File: src/sv/fuzzy_key_reconstruct_secded_defines.svh
// Assertion macros shared by the key reconstruction RTL.
// Depends on nothing; the including module supplies clk and rst_n.
`ifndef FUZZY_KEY_RECONSTRUCT_SECDED_DEFINES_SVH
`define FUZZY_KEY_RECONSTRUCT_SECDED_DEFINES_SVH

// Plain property, checked every clock outside reset.
`define FKR_ASSERT(lbl, prop, msg) \
  lbl: assert property (@(posedge clk) disable iff (!rst_n) (prop)) else $error(msg);

// Antecedent in one cycle, consequent in the next.
`define FKR_ASSERT_NEXT(lbl, ante, cons, msg) \
  lbl: assert property (@(posedge clk) disable iff (!rst_n) (ante) |=> (cons)) else $error(msg);

`endif

File: src/sv/fkr_pkg.sv
// Shared types, syndrome codes and the Hamming(8,4) parity function.
// No dependencies; used by fkr_decode and the top level.
package fkr_pkg;

  localparam int unsigned BYTE_W  = 8;
  localparam int unsigned NIB_W   = 4;
  localparam int unsigned CNT_W   = 8;
  localparam int unsigned IN_TDATA_W  = 24;
  localparam int unsigned OUT_TDATA_W = 24;

  // syndrome codes pointing at a data bit
  localparam logic [2:0] SYN_NONE = 3'd0;
  localparam logic [2:0] SYN_D1   = 3'd3;
  localparam logic [2:0] SYN_D2   = 3'd5;
  localparam logic [2:0] SYN_D3   = 3'd6;
  localparam logic [2:0] SYN_D4   = 3'd7;

  typedef struct packed {
    logic       dbl;       // uncorrectable error in either nibble
    logic [1:0] n_single;  // corrected single errors in this byte
  } dec_stat_t;

  // parity nibble: {overall, p3, p2, p1}
  function automatic logic [NIB_W-1:0] parity_of(input logic [NIB_W-1:0] d);
    logic p1, p2, p3, pall;
    p1   = d[0] ^ d[1] ^ d[3];
    p2   = d[0] ^ d[2] ^ d[3];
    p3   = d[1] ^ d[2] ^ d[3];
    pall = ^d ^ p1 ^ p2 ^ p3;
    return {pall, p3, p2, p1};
  endfunction

endpackage

File: src/sv/fkr_decode.sv
// SECDED check and correction of one byte (two nibbles), then mask XOR.
// Pure combinational; depends on fkr_pkg.
module fkr_decode (
  input  logic [fkr_pkg::BYTE_W-1:0] noisy,
  input  logic [fkr_pkg::BYTE_W-1:0] parity,
  input  logic [fkr_pkg::BYTE_W-1:0] mask,
  output logic [fkr_pkg::BYTE_W-1:0] key_byte,
  output fkr_pkg::dec_stat_t         stat
);

  logic [fkr_pkg::NIB_W-1:0] diff_lo, diff_hi;
  logic [fkr_pkg::NIB_W-1:0] fix_lo, fix_hi;
  logic                      dbl_lo, dbl_hi, sgl_lo, sgl_hi;

  // flip pattern for a syndrome; parity-only syndromes leave the data alone
  function automatic logic [fkr_pkg::NIB_W-1:0] flip_of(input logic [2:0] syn);
    logic [fkr_pkg::NIB_W-1:0] f;
    case (syn)
      fkr_pkg::SYN_D1: f = 4'b0001;
      fkr_pkg::SYN_D2: f = 4'b0010;
      fkr_pkg::SYN_D3: f = 4'b0100;
      fkr_pkg::SYN_D4: f = 4'b1000;
      default:         f = 4'b0000;
    endcase
    return f;
  endfunction

  assign diff_lo = fkr_pkg::parity_of(noisy[3:0]) ^ parity[3:0];
  assign diff_hi = fkr_pkg::parity_of(noisy[7:4]) ^ parity[7:4];

  // overall parity clear but syndrome set: double error
  assign dbl_lo = !diff_lo[3] && (diff_lo[2:0] != fkr_pkg::SYN_NONE);
  assign dbl_hi = !diff_hi[3] && (diff_hi[2:0] != fkr_pkg::SYN_NONE);
  assign sgl_lo = diff_lo[3];
  assign sgl_hi = diff_hi[3];

  assign fix_lo = sgl_lo ? (noisy[3:0] ^ flip_of(diff_lo[2:0])) : noisy[3:0];
  assign fix_hi = sgl_hi ? (noisy[7:4] ^ flip_of(diff_hi[2:0])) : noisy[7:4];

  assign key_byte      = {fix_hi, fix_lo} ^ mask;
  assign stat.dbl      = dbl_lo || dbl_hi;
  assign stat.n_single = {1'b0, sgl_lo} + {1'b0, sgl_hi};

endmodule

File: src/sv/fuzzy_key_reconstruct_secded.sv
// Key reconstruction: one PUF byte per beat, SECDED correction, mask XOR.
// Slave beat: noisy PUF byte, helper parity byte, mask byte; tlast marks
// the final byte of a key. Master beat: recovered key byte with status.
// Each byte's two nibbles are checked against extended Hamming(8,4)
// parity; single errors are corrected and counted, double errors flag the
// byte and set a sticky per-key failure flag.
// Each beat passes through the input register, then the result register.
// Throughput: one byte per cycle while out_tready is high, set by the single
// decode stage feeding the running error counter.
// The error count (saturating at 255) and failure flag cover the current
// key and clear after the tlast result is computed.
// Reset clears both valid stages, the count and the flag.
// When out_tready is low, the result register holds and one more beat is
// taken into the input register; in_tready then drops until space frees.
// Depends on fkr_pkg, fkr_decode and fuzzy_key_reconstruct_secded_defines.svh.
`include "fuzzy_key_reconstruct_secded_defines.svh"

module fuzzy_key_reconstruct_secded (
  input  logic                             clk,
  input  logic                             rst_n,
  input  logic                             in_tvalid,
  output logic                             in_tready,
  // [7:0] noisy_byte, [15:8] parity_byte, [23:16] mask_byte
  input  logic [fkr_pkg::IN_TDATA_W-1:0]   in_tdata,
  input  logic                             in_tlast,
  output logic                             out_tvalid,
  input  logic                             out_tready,
  // [7:0] key_byte, [8] double_error, [9] key_failed, [17:10] error_total,
  // [23:18] zero
  output logic [fkr_pkg::OUT_TDATA_W-1:0]  out_tdata,
  output logic                             out_tlast
);

  localparam int unsigned BW = fkr_pkg::BYTE_W;
  localparam int unsigned CW = fkr_pkg::CNT_W;

  // input register
  logic          s1_valid_r;
  logic [BW-1:0] s1_noisy_r, s1_parity_r, s1_mask_r;
  logic          s1_last_r;

  // result register
  logic          out_valid_r;
  logic [BW-1:0] out_key_r;
  logic          out_dbl_r, out_fail_r, out_last_r;
  logic [CW-1:0] out_total_r;

  // per-key state
  logic [CW-1:0] cnt_r, cnt_nxt;
  logic          fail_r, fail_nxt;

  logic               out_free, s1_adv, in_acc;
  logic [BW-1:0]      dec_key;
  fkr_pkg::dec_stat_t dec_stat;
  logic [CW:0]        cnt_sum;
  logic [CW-1:0]      cnt_upd;
  logic               fail_upd;

  assign out_free  = !out_valid_r || out_tready;
  assign s1_adv    = s1_valid_r && out_free;
  assign in_tready = !s1_valid_r || out_free;
  assign in_acc    = in_tvalid && in_tready;

  fkr_decode u_dec (
    .noisy    (s1_noisy_r),
    .parity   (s1_parity_r),
    .mask     (s1_mask_r),
    .key_byte (dec_key),
    .stat     (dec_stat)
  );

  // saturating count; at most two added per byte
  always_comb begin
    cnt_sum  = {1'b0, cnt_r} + {{(CW-1){1'b0}}, dec_stat.n_single};
    cnt_upd  = cnt_sum[CW] ? {CW{1'b1}} : cnt_sum[CW-1:0];
    fail_upd = fail_r || dec_stat.dbl;
    cnt_nxt  = cnt_r;
    fail_nxt = fail_r;
    if (s1_adv) begin
      cnt_nxt  = s1_last_r ? '0 : cnt_upd;
      fail_nxt = s1_last_r ? 1'b0 : fail_upd;
    end
  end

  always_ff @(posedge clk) begin
    if (!rst_n) begin
      s1_valid_r  <= 1'b0;
      out_valid_r <= 1'b0;
      cnt_r       <= '0;
      fail_r      <= 1'b0;
    end else begin
      cnt_r  <= cnt_nxt;
      fail_r <= fail_nxt;
      if (in_acc) begin
        s1_valid_r <= 1'b1;
      end else if (s1_adv) begin
        s1_valid_r <= 1'b0;
      end
      if (s1_adv) begin
        out_valid_r <= 1'b1;
      end else if (out_tready) begin
        out_valid_r <= 1'b0;
      end
    end
  end

  always_ff @(posedge clk) begin
    if (in_acc) begin
      s1_noisy_r  <= in_tdata[7:0];
      s1_parity_r <= in_tdata[15:8];
      s1_mask_r   <= in_tdata[23:16];
      s1_last_r   <= in_tlast;
    end
    if (s1_adv) begin
      out_key_r   <= dec_key;
      out_dbl_r   <= dec_stat.dbl;
      out_fail_r  <= fail_upd;
      out_total_r <= cnt_upd;
      out_last_r  <= s1_last_r;
    end
  end

  assign out_tvalid = out_valid_r;
  assign out_tdata  = {6'd0, out_total_r, out_fail_r, out_dbl_r, out_key_r};
  assign out_tlast  = out_last_r;

  `FKR_ASSERT_NEXT(a_clear_after_last, s1_adv && s1_last_r, cnt_r == '0 && !fail_r,
    "key state not cleared after last byte")
  `FKR_ASSERT_NEXT(a_cnt_monotonic, s1_adv && !s1_last_r, cnt_r >= $past(cnt_r),
    "error count dropped within a key")
  `FKR_ASSERT(a_dbl_sets_fail, !(out_valid_r && out_dbl_r && !out_fail_r),
    "double error without key failure")
  `FKR_ASSERT(a_stall_only_full, in_tready || (s1_valid_r && out_valid_r && !out_tready),
    "input stalled with room to spare")

endmodule
File: config.mk
export PLATFORM = sky130hd
export DESIGN_NAME = fuzzy_key_reconstruct_secded
export DESIGN_NICKNAME = d
export VERILOG_FILES = /design/src/sv/fkr_pkg.sv /design/src/sv/fkr_decode.sv /design/src/sv/fuzzy_key_reconstruct_secded.sv
export VERILOG_INCLUDE_DIRS = /design/src /design/src/sv
export SDC_FILE = /design/constraint.sdc
export NUM_CORES = 1
export LEC_CHECK = 0
export BUFFER_PORTS_ARGS = -buffer_cell sky130_fd_sc_hd__clkbuf_2
export CAP_MARGIN = 20
export CORE_MARGIN = 3
export CORE_UTILIZATION = 48
export DETAILED_ROUTE_END_ITERATION = 7
export PLACE_DENSITY = 0.75
export SLEW_MARGIN = 20
export SYNTH_ARGS = -nofsm -noshare
export SYNTH_HDL_FRONTEND = slang
export SYNTH_SLANG_ARGS = --single-unit
export TNS_END_PERCENT = 20
File: constraint.sdc
create_clock -name clk -period 2.8 [get_ports clk]
set_input_delay 0.56 -clock clk [delete_from_list [all_inputs] [get_ports clk]]
set_output_delay 0.56 -clock clk [all_outputs]
set_load 0.05 [all_outputs]
==> results.ini, run 1 <==
[run_status]
status = finished, final reports clean

[floorplanning]
pin_count = 56
dieArea_um2 = 6200
die_h_um = 78.7
start_util_pct = 51.7
fp.coreArea_um2 = 4910
die_w_um = 78.7
row_count = 25

[detailed_routing]
drt_wl_total_um = 3990
drtIter0Drc = 100
vias = 1603
detail-route-antenna-nets = 0
drc = 0
first_pass_iters = 4
routed_via_density = 4.99
drt-wirelength-per-cell_um = 12.4

[setup_path]
crit_path_start = s1_noisy_r[1]
crit_fanout = 9
crit_arrival_ns = 2.64
reg2reg_from = s1_noisy_r[1]
r2r_end = out_total_r[6]
r2r_cells = 8
worstSetupPathType = register to register
path_buf_inv = 2
cpPeakStageDelay_ns = 0.54
endpoint_kind = register
cp_slowest_cell = edfxtp_1
start_kind = register
crit_family = flip-flops
r2r_setup_slack_ns = 0.23
crit_end = out_total_r[6]
path_depth = 8
crit_required_ns = 2.87
path_cells = xor2_4 -> xnor2_4 -> inv_1 -> fa_2 -> and4b_1 -> buf_4 -> nand4_1 -> o21a_1

[layout]
drive_gt1_share_pct = 29.9
fin_nets = 283
n_antenna_cell = 0
final_common_cell = clkbuf_2
layout_common_cells = clkbuf_2, edfxtp_1, xnor2_1
area_delta_synth_final_pct = 18.7

[clock_network]
clockRootBuffer = clkbuf_8
cts_tree = yes
clockBufferDepth = 2
h-tree-depth = 2
clock-sinks = 55
clock_latency_ns = 0.30
clk_transition_reported_paths_ns = 0.10
numCtsBuffers = 5

[sta]
setup_viol = 0
clock.fmax_mhz = 388
fin_crit_ns = 2.57
fin_tns_setup_ns = 0
worst_pin_slew_ns = 0.575
fin_crit_sh_pct = 91.9
hold_viol_final = 0
maxSlewViolCount = 0
grt_setup_unrepaired = true
fin_worst_skew_ns = 0.0103
relSlewSlack_pct = 61.7

[placed_design]
place.gp.congestion = 0.843
portBuffers = 49
dp_hpwl_um = 2890

[grt]
grt_pass1_wl_um = 6340
grtUsageTotal_pct = 13.0
grt_pass1_vias = 1405
grt_max_degree = 26
grt.overflow.total = 0
antenna_found_initial = 0

[synth]
avgSynthCellArea_um2 = 12.7
yosysTopAreaCell = edfxtp_1
synth_seq_cells = 55
synth.top_cell.area_share_pct = 52.0
ys_seq_area_share_pct = 60.7
netlist_top_cells_area = edfxtp_1, xnor2_1, dfxtp_1
post_synth_num_cell_types = 39
syn_inst = 200
syn_area_um2 = 2540
yosysWarnings = 0

[power]
power.density_nw_per_um2 = 616
power_mw = 1.86
power_leakage_nw = 1.15
peakVddDrop_mv = 0.367

[worst_hold_path]
hold_path.class = primary input to register

[flow_run]
cap_violations = 0

[routing by layer]
metal	GRT usage, %	vias up	routed length [µm]
met1	16.3	734	1700
li1	-	816	-
met5	0	-	0
met3	3.74	4	255
met4	4.20	0	36
met2	21.8	49	2000
[state kept, by name, indices dropped and copies added (netlist names)]
name	flops
s1_mask_r	8
out_tvalid	1
s1_last_r	1
s1_noisy_r	8
s1_valid_r	1
fail_r	1
cnt_r	8
s1_parity_r	8
out_tlast	1
out_fail_r	1
out_dbl_r	1
out_key_r	8
out_total_r	8
[cells by family after synthesis]
kind of cell	Yosys count	share of synthesized area [%]
xor gates and xnor gates	37	13.6
adders and majority gates	1	0.788
DFF	55	60.7
other	1	0.148
buffers and inverters	18	3.89
AOI/OAI and AO/OA	39	10.7
and+or+nand+nor	49	10.1
[area by class of cell]
class | instances | area, µm²
clock buffers | 7 | 119
flip-flops and latches | 55 | 1540
repair buffers | 53 | 275
fillers | 416 | 1900
multi-input cells | 132 | 967
inverters | 6 | 22.5
clock inverters | 1 | 6.26
well taps | 67 | 83.8
[per-stage QoR]
stage / area (µm²) / utilization [%] / hold slack (ns) / instances / setup WS (ns)
floorplan: 2560 / - / 0.462 / 205 / 0.163
global placement: 2830 / 57.6 / 0.486 / 311 / 0.115
finish: 3020 / 61.4 / 0.426 / 321 / 0.226
CTS: 2950 / 60.1 / 0.413 / 319 / 0.00757
global route: 3020 / 61.4 / 0.409 / 321 / -0.0401
detailed placement: 2830 / 57.6 / 0.496 / 311 / 0.00267
[Yosys cell counts]
| master | n |
|---|---|
| a21boi_0 | 1 |
| a21o_1 | 2 |
| a21oi_1 | 6 |
| a21oi_2 | 2 |
| a22oi_1 | 2 |
| a31o_2 | 1 |
| a31oi_1 | 4 |
| a41o_1 | 1 |
| a41oi_1 | 2 |
| and2_1 | 5 |
| and4b_1 | 1 |
| buf_1 | 1 |
| buf_2 | 1 |
| buf_4 | 8 |
| clkbuf_1 | 2 |
| conb_1 | 1 |
| dfxtp_1 | 11 |
| edfxtp_1 | 44 |
| fa_1 | 1 |
| inv_1 | 6 |
| nand2_1 | 9 |
| nand2b_1 | 2 |
| nand3_1 | 5 |
| nand4_1 | 3 |
| nor2_1 | 9 |
| nor2b_1 | 7 |
| nor3_1 | 4 |
| nor3b_1 | 2 |
| o211ai_1 | 2 |
| o21a_1 | 2 |
| o21ai_0 | 9 |
| o221a_2 | 4 |
| o22ai_1 | 1 |
| or2_1 | 1 |
| or3_1 | 1 |
| xnor2_1 | 26 |
| xnor2_2 | 2 |
| xor2_1 | 8 |
| xor2_2 | 1 |
[timing repair]
action                     in CTS  in global routing
gates resized for setup         0                  6
gates cloned                    0                  0
buffers inserted                0                  2
setup endpoints to repair       1                 12
hold buffers                    0                  0
pin swaps                       1                  1
[power breakdown]
part,internal [mW],switching [mW]
sequential,0.945,0.0298
combinational,0.123,0.231
clock,0.285,0.244
[worst min path at each step]
stage,cells past startpoint,slack (ns),to,startpoint
final,1,0.43,s1_mask_r[5],in_tdata[21]
after global routing,1,0.41,s1_parity_r[2],in_tdata[10]
after CTS,1,0.41,s1_noisy_r[3],in_tdata[3]
after detailed placement,2,0.50,cnt_r[6],cnt_r[6]
after global placement,2,0.49,cnt_r[6],cnt_r[6]
after floorplan,2,0.46,cnt_r[6],cnt_r[6]
Power figures use the tool's default switching activity.
==> run 2: changes to the inputs <==
- ABC_AREA: default -> 1
- CAP_MARGIN: 20 -> default
- CORE_UTILIZATION: 48 -> 49
- PLACE_DENSITY: 0.75 -> 0.83
==> run 2 against run 1 <==
Net effect:
- flip-flop and latch count stayed put
- hold slack about the same
- via count up 18%
- global-route usage grew 1.9 points
- critical path depth increased by 4
==> results.ini, run 2 <==
[run_status]
status = finished, final reports clean

[setup_path]
r2r_setup_slack_ns = 0.30  ; +0.08 ns
r2r_cells = 12  ; +4
crit_required_ns = 2.87  ; about the same
crit_arrival_ns = 2.57  ; -0.07 ns
crit_path_start = s1_noisy_r[4]
endpoint_kind = register
crit_fanout = 6  ; -3
worstSetupPathType = register to register
r2r_end = out_total_r[6]
start_kind = register
reg2reg_from = s1_noisy_r[4]

[floorplanning]
start_util_pct = 51.1  ; -0.65 points
row_count = 26  ; +4.0%
pin_count = 56  ; unchanged
dieArea_um2 = 6270  ; +1.1%
die_w_um = 79.2  ; +0.57%
die_h_um = 79.2  ; +0.57%
fp.coreArea_um2 = 5140  ; +4.7%

[placed_design]
dpl_worst_slack_ns = 0.201  ; +0.198 ns
portBuffers = 49  ; unchanged
dp_hpwl_um = 3320  ; +15%
dp.cells = 393  ; +26%
place.gp.congestion = 0.872  ; +3.5%

[grt]
grt_max_degree = 26  ; unchanged
grt_pass1_wl_um = 7240  ; +14%
grtUsageTotal_pct = 14.9  ; +1.9 points
grt_pass1_vias = 1768  ; +26%
antenna_found_initial = 0  ; unchanged
grt.overflow.total = 0  ; unchanged

[detailed_routing]
detail-route-antenna-nets = 0  ; unchanged
drc = 0  ; unchanged
drt_wl_total_um = 4370  ; +9.4%
drtIter0Drc = 126  ; +26%
routed_via_density = 4.67  ; -6.5%
first_pass_iters = 4  ; unchanged
vias = 1892  ; +18%
drt-wirelength-per-cell_um = 10.8  ; -13%

[synth]
avgSynthCellArea_um2 = 9.41  ; -26%
yosysMostFrequentCell = nand2_1
synth_edf_count = 44  ; unchanged
netlist_top_cells_area = edfxtp_1, nand2_1, dfxtp_1
yosysWarnings = 0  ; unchanged
synth-async-reset-ratio_pct = 0  ; unchanged
ys_seq_area_share_pct = 58.7  ; -2.0 points
syn_area_um2 = 2630  ; +3.3%
post_synth_num_cell_types = 23  ; -41%
synth_seq_cells = 55  ; unchanged
syn_inst = 279  ; +40%
yosysTopAreaCell = edfxtp_1
yosys-top-cells-count = nand2_1, edfxtp_1, inv_1
synth.top_cell.area_share_pct = 50.3  ; -1.7 points
ys.flop_type = edfxtp_1

[power]
p_clk_share_pct = 26.8  ; -1.7 points
cellInternalPower_mw = 1.27  ; -6.3%
p_seq_share_pct = 54.9  ; +2.4 points
peakVddDrop_mv = 0.411  ; +12%
p_sw_mw = 0.488  ; -3.4%
power_mw = 1.76  ; -5.5%
combPwrFrac_pct = 18.3  ; -0.8 points
power_leakage_nw = 1.43  ; +24%
switching_share_pct = 27.8  ; +0.60 points
power.density_nw_per_um2 = 574  ; -6.8%

[layout]
n_antenna_cell = 0  ; unchanged
final_common_cell = nand2_1
drive_gt1_share_pct = 21.2  ; -8.7 points
layoutNonFillerInstCount = 405  ; +26%
area_delta_synth_final_pct = 16.5
layout_common_cells = nand2_1, clkbuf_2, edfxtp_1
fillCellCount = 464  ; +12%
fin_nets = 364  ; +29%

[worst_hold_path]
hold_path.class = primary input to register
min_path_cells = 1  ; unchanged
hp-start = in_tdata[21]
hold_end = s1_mask_r[5]

[clock_network]
clock-sinks = 55  ; unchanged
numCtsBuffers = 5  ; unchanged
h-tree-depth = 2  ; unchanged
cts_tree = yes
clock_latency_ns = 0.30  ; about the same
clockRootBuffer = clkbuf_8
hold_buffers = 0  ; unchanged
clockBufferDepth = 2  ; unchanged
clk_transition_reported_paths_ns = 0.09  ; about the same

[sta]
clock.fmax_mhz = 401  ; +3.1%
fin_crit_sh_pct = 89.1  ; -2.8 points
setup_viol = 0  ; unchanged
setup_ws_ns = 0.304  ; +0.0780 ns
hold_viol_final = 0  ; unchanged
fin_tns_setup_ns = 0  ; unchanged
worst_pin_slew_ns = 0.528  ; -0.0464 ns
relSlewSlack_pct = 64.6  ; +3.0 points
fin_crit_ns = 2.50  ; -0.0780 ns
timing.hold.ws_ns = 0.426  ; +0.0000340 ns
maxSlewViolCount = 0  ; unchanged
grt_setup_unrepaired = false
fin_worst_skew_ns = 0.00516  ; -0.00512 ns

[flow_run]
cap_violations = 0  ; unchanged

[run 2: worst max path at each step]
stage	endpoint	slack (ns)	cells after the start
floorplan	out_total_r[6]	0.46	13
global placement	out_total_r[6]	0.36	12
detailed placement	out_total_r[6]	0.20	12
CTS	out_total_r[6]	0.15	12
global route	out_total_r[6]	0.09	12
finish	out_total_r[6]	0.30	12
[run 2: timing repair]
| item | in CTS | in global routing |
|---|---|---|
| gates resized for setup | 0 | 3 |
| setup buffers | 0 | 4 |
| setup endpoints to repair | 0 | 8 |
[run 2: kinds of logic after synthesis]
| kind of cell | synth area share (%) |
|---|---|
| and+or+nand+nor | 21.0 |
| adders and majority gates | 0.763 |
| xor gates and xnor gates | 7.01 |
| other | 0.143 |
| DFF | 58.7 |
| buffers and inverters | 9.01 |
| AOI/OAI and AO/OA | 3.34 |
[run 2: cell type report]
type | instances | area (µm²) | share of cell area [%]
inverter | 41 | 154 | 5.03
tap | 70 | 87.6 | 2.86
sequential | 55 | 1540 | 50.4
multi-input combinational | 176 | 883 | 28.9
timing repair buffer | 55 | 290 | 9.49
clock buffer | 8 | 101 | 3.31
[run 2: worst max-delay path, cell delays in order (launching register included)]
cell and delay [ns]:
edfxtp_1 0.47, inv_2 0.13, nand2_1 0.07, nand2_1 0.13, xor2_2 0.19, inv_1 0.11, fa_2 0.42, nor3_4 0.26
nand2_1 0.11, nor2_1 0.14, nand2_1 0.10, nand2_1 0.07, inv_1 0.03
[run 2: power groups by stage]
stage	sequential [mW]	clock, mW	combinational [mW]
4_1_cts	0.966	0.479	0.314
2_1_floorplan	1.04	0	0.196
3_5_place_dp	0.985	0	0.312
5_1_grt	0.970	0.511	0.358
6_report	0.965	0.470	0.321
3_3_place_gp	0.983	0	0.303
[run 2: layer usage]
metal	part of all wire [%]	up-vias	GRT usage, %
met4	2.6	0	6.70
met1	40	852	16.8
met2	52	59	26.1
met5	0	-	0
li1	-	969	-
met3	5.8	12	4.20
[run 2: per-stage QoR]
stage / area [µm²] / util (%)
final: 3060 / 59.5
after global routing: 3060 / 59.5
after CTS: 3010 / 58.6
after detailed placement: 2910 / 56.6
after global placement: 2910 / 56.6
after floorplan: 2640 / -
==> run 3: changes to the inputs <==
- PLACE_DENSITY: 0.83 -> 0.87
==> run 3 against run 2 <==
Net effect:
- final cell count is 0.74% lower
- via count is 1.7% lower
- clock power is 3% lower
- sequential power hardly changed
- fmax is 4.1% lower
- design area is 1.1% lower
- register-to-register slack worse by 0.11 ns
- critical path type unchanged
- hold slack worse by 0.0070 ns
- core utilization is 0.68 points lower
==> results.ini, run 3 (same netlist as run 2, synthesis figures left out) <==
[detailed_routing]
vias = 1860  ; -1.7%
routed_via_density = 4.63  ; -0.96%
detail-route-antenna-nets = 0  ; unchanged
drc = 0  ; unchanged
drt_wl_total_um = 4370  ; about the same
drt-wirelength-per-cell_um = 10.9  ; +0.70%
drtIter0Drc = 82  ; -35%
first_pass_iters = 4  ; unchanged

[sta]
worst_pin_slew_ns = 0.532  ; +0.00397 ns
fin_tns_setup_ns = 0  ; unchanged
fin_crit_ns = 2.60  ; +0.106 ns
clock.fmax_mhz = 384  ; -4.1%
maxSlewViolCount = 0  ; unchanged
fin_crit_sh_pct = 92.9  ; +3.8 points
setup_viol = 0  ; unchanged
relSlewSlack_pct = 64.4  ; -0.27 points
grt_setup_unrepaired = false
fin_worst_skew_ns = 0.0118  ; +0.00665 ns
hold_viol_final = 0  ; unchanged

[layout]
fin_nets = 361  ; -0.82%
layout_common_cells = nand2_1, clkbuf_2, edfxtp_1
n_antenna_cell = 0  ; unchanged
multi_input_area_um2 = 873  ; -1.1%
regArea_um2 = 1540  ; unchanged
post-route-util_pct = 58.8  ; -0.68 points
area_delta_synth_final_pct = 15.2
final_common_cell = nand2_1
fillCellCount = 455  ; -1.9%
layoutNonFillerInstCount = 402  ; -0.74%
drive_gt1_share_pct = 20.5  ; -0.71 points

[worst_hold_path]
hp-start = in_tlast
hold_end = s1_last_r
min_path_cells = 1  ; unchanged
hold_path.class = primary input to register

[placed_design]
portBuffers = 49  ; unchanged
dp.cells = 393  ; unchanged
dp_hpwl_um = 3390  ; +1.9%
place.gp.congestion = 0.844  ; -3.3%

[clock_network]
hold_buffers = 0  ; unchanged
clk_transition_reported_paths_ns = 0.10  ; about the same
clock-sinks = 55  ; unchanged
clock_latency_ns = 0.31  ; about the same
numCtsBuffers = 5  ; unchanged
clockRootBuffer = clkbuf_8
clockBufferDepth = 2  ; unchanged
cts_tree = yes
h-tree-depth = 2  ; unchanged

[grt]
grt.overflow.total = 0  ; unchanged
grt_pass1_wl_um = 7490  ; +3.4%
grt_max_degree = 26  ; unchanged
grt_pass1_vias = 1803  ; +2.0%
antenna_found_initial = 0  ; unchanged
grtUsageTotal_pct = 15.7  ; +0.75 points

[floorplanning]
die_h_um = 79.2  ; unchanged
start_util_pct = 51.1  ; unchanged
dieArea_um2 = 6270  ; unchanged
pin_count = 56  ; unchanged
fp.coreArea_um2 = 5140  ; unchanged
row_count = 26  ; unchanged
die_w_um = 79.2  ; unchanged

[setup_path]
crit_fanout = 6  ; unchanged
r2r_cells = 12  ; unchanged
crit_arrival_ns = 2.69  ; +0.12 ns
r2r_setup_slack_ns = 0.20  ; -0.11 ns
endpoint_kind = register
r2r_end = out_total_r[6]
start_kind = register
worstSetupPathType = register to register
crit_required_ns = 2.89  ; +0.02 ns
reg2reg_from = s1_noisy_r[4]
crit_path_start = s1_noisy_r[4]

[power]
power_leakage_nw = 1.41  ; -1.6%
power_mw = 1.73  ; -1.3%
peakVddDrop_mv = 0.368  ; -10%
power.density_nw_per_um2 = 573  ; -0.12%

[flow_run]
cap_violations = 0  ; unchanged

[run_status]
status = finished, final reports clean

==> run 3: through the flow <==
step / hold WS (ns) / instance area (µm²) / setup slack (ns)
2_1_floorplan: 0.427 / 2640 / 0.464
3_3_place_gp: 0.451 / 2910 / 0.360
3_5_place_dp: 0.448 / 2910 / 0.228
4_1_cts: 0.414 / 3010 / 0.214
5_1_grt: 0.402 / 3020 / 0.00969
6_report: 0.419 / 3020 / 0.198
==> run 3: how the worst max path moves through the flow <==
stage                endpoint  slack, ns  cells past startpoint
6_report       out_total_r[6]       0.20                     12
5_1_grt        out_total_r[6]       0.01                     12
4_1_cts        out_total_r[6]       0.21                     12
3_5_place_dp   out_total_r[6]       0.23                     12
3_3_place_gp   out_total_r[6]       0.36                     12
2_1_floorplan  out_total_r[6]       0.46                     13
==> run 3: layout make-up <==
cell class / instances / area share (%)
Multi-Input combinational cell: 176 / 28.9
Clock inverter: 2 / 0.538
Tap cell: 70 / 2.90
Sequential cell: 55 / 51.0
Clock buffer: 6 / 2.73
Timing Repair Buffer: 52 / 8.86
Inverter: 41 / 5.09
==> run 3: per-layer routing <==
layer / track usage, % / routed length [µm] / vias to the layer above / share of wire (%)
met5: 0 / 0 / - / 0
met4: 7.04 / 82 / 0 / 1.9
met3: 3.97 / 256 / 7 / 5.9
met2: 29.4 / 2420 / 54 / 55
met1: 16.2 / 1610 / 833 / 37
li1: - / - / 966 / -
==> run 3: where the power goes <==
part / switching, mW / leakage [nW] / internal, mW / total, mW
Combinational: 0.223 / 0.853 / 0.0906 / 0.313
Sequential: 0.0258 / 0.511 / 0.940 / 0.966
Clock: 0.252 / 0.0474 / 0.202 / 0.454
Total: 0.501 / 1.41 / 1.23 / 1.73
==> run 3: worst max-delay path: stages (launching register included) <==
cell	delay (ns)
edfxtp_1	0.50
inv_2	0.13
nand2_1	0.06
nand2_1	0.13
xor2_2	0.20
inv_1	0.11
fa_1	0.50
nor3_4	0.28
nand2_1	0.12
nor2_1	0.16
nand2_1	0.09
nand2_1	0.06
inv_1	0.03
==> run 3: timing repair <==
action | in CTS | in global routing
endpoints found under the setup margin | 0 | 3
gates resized for setup | 0 | 1
buffers inserted | 0 | 1
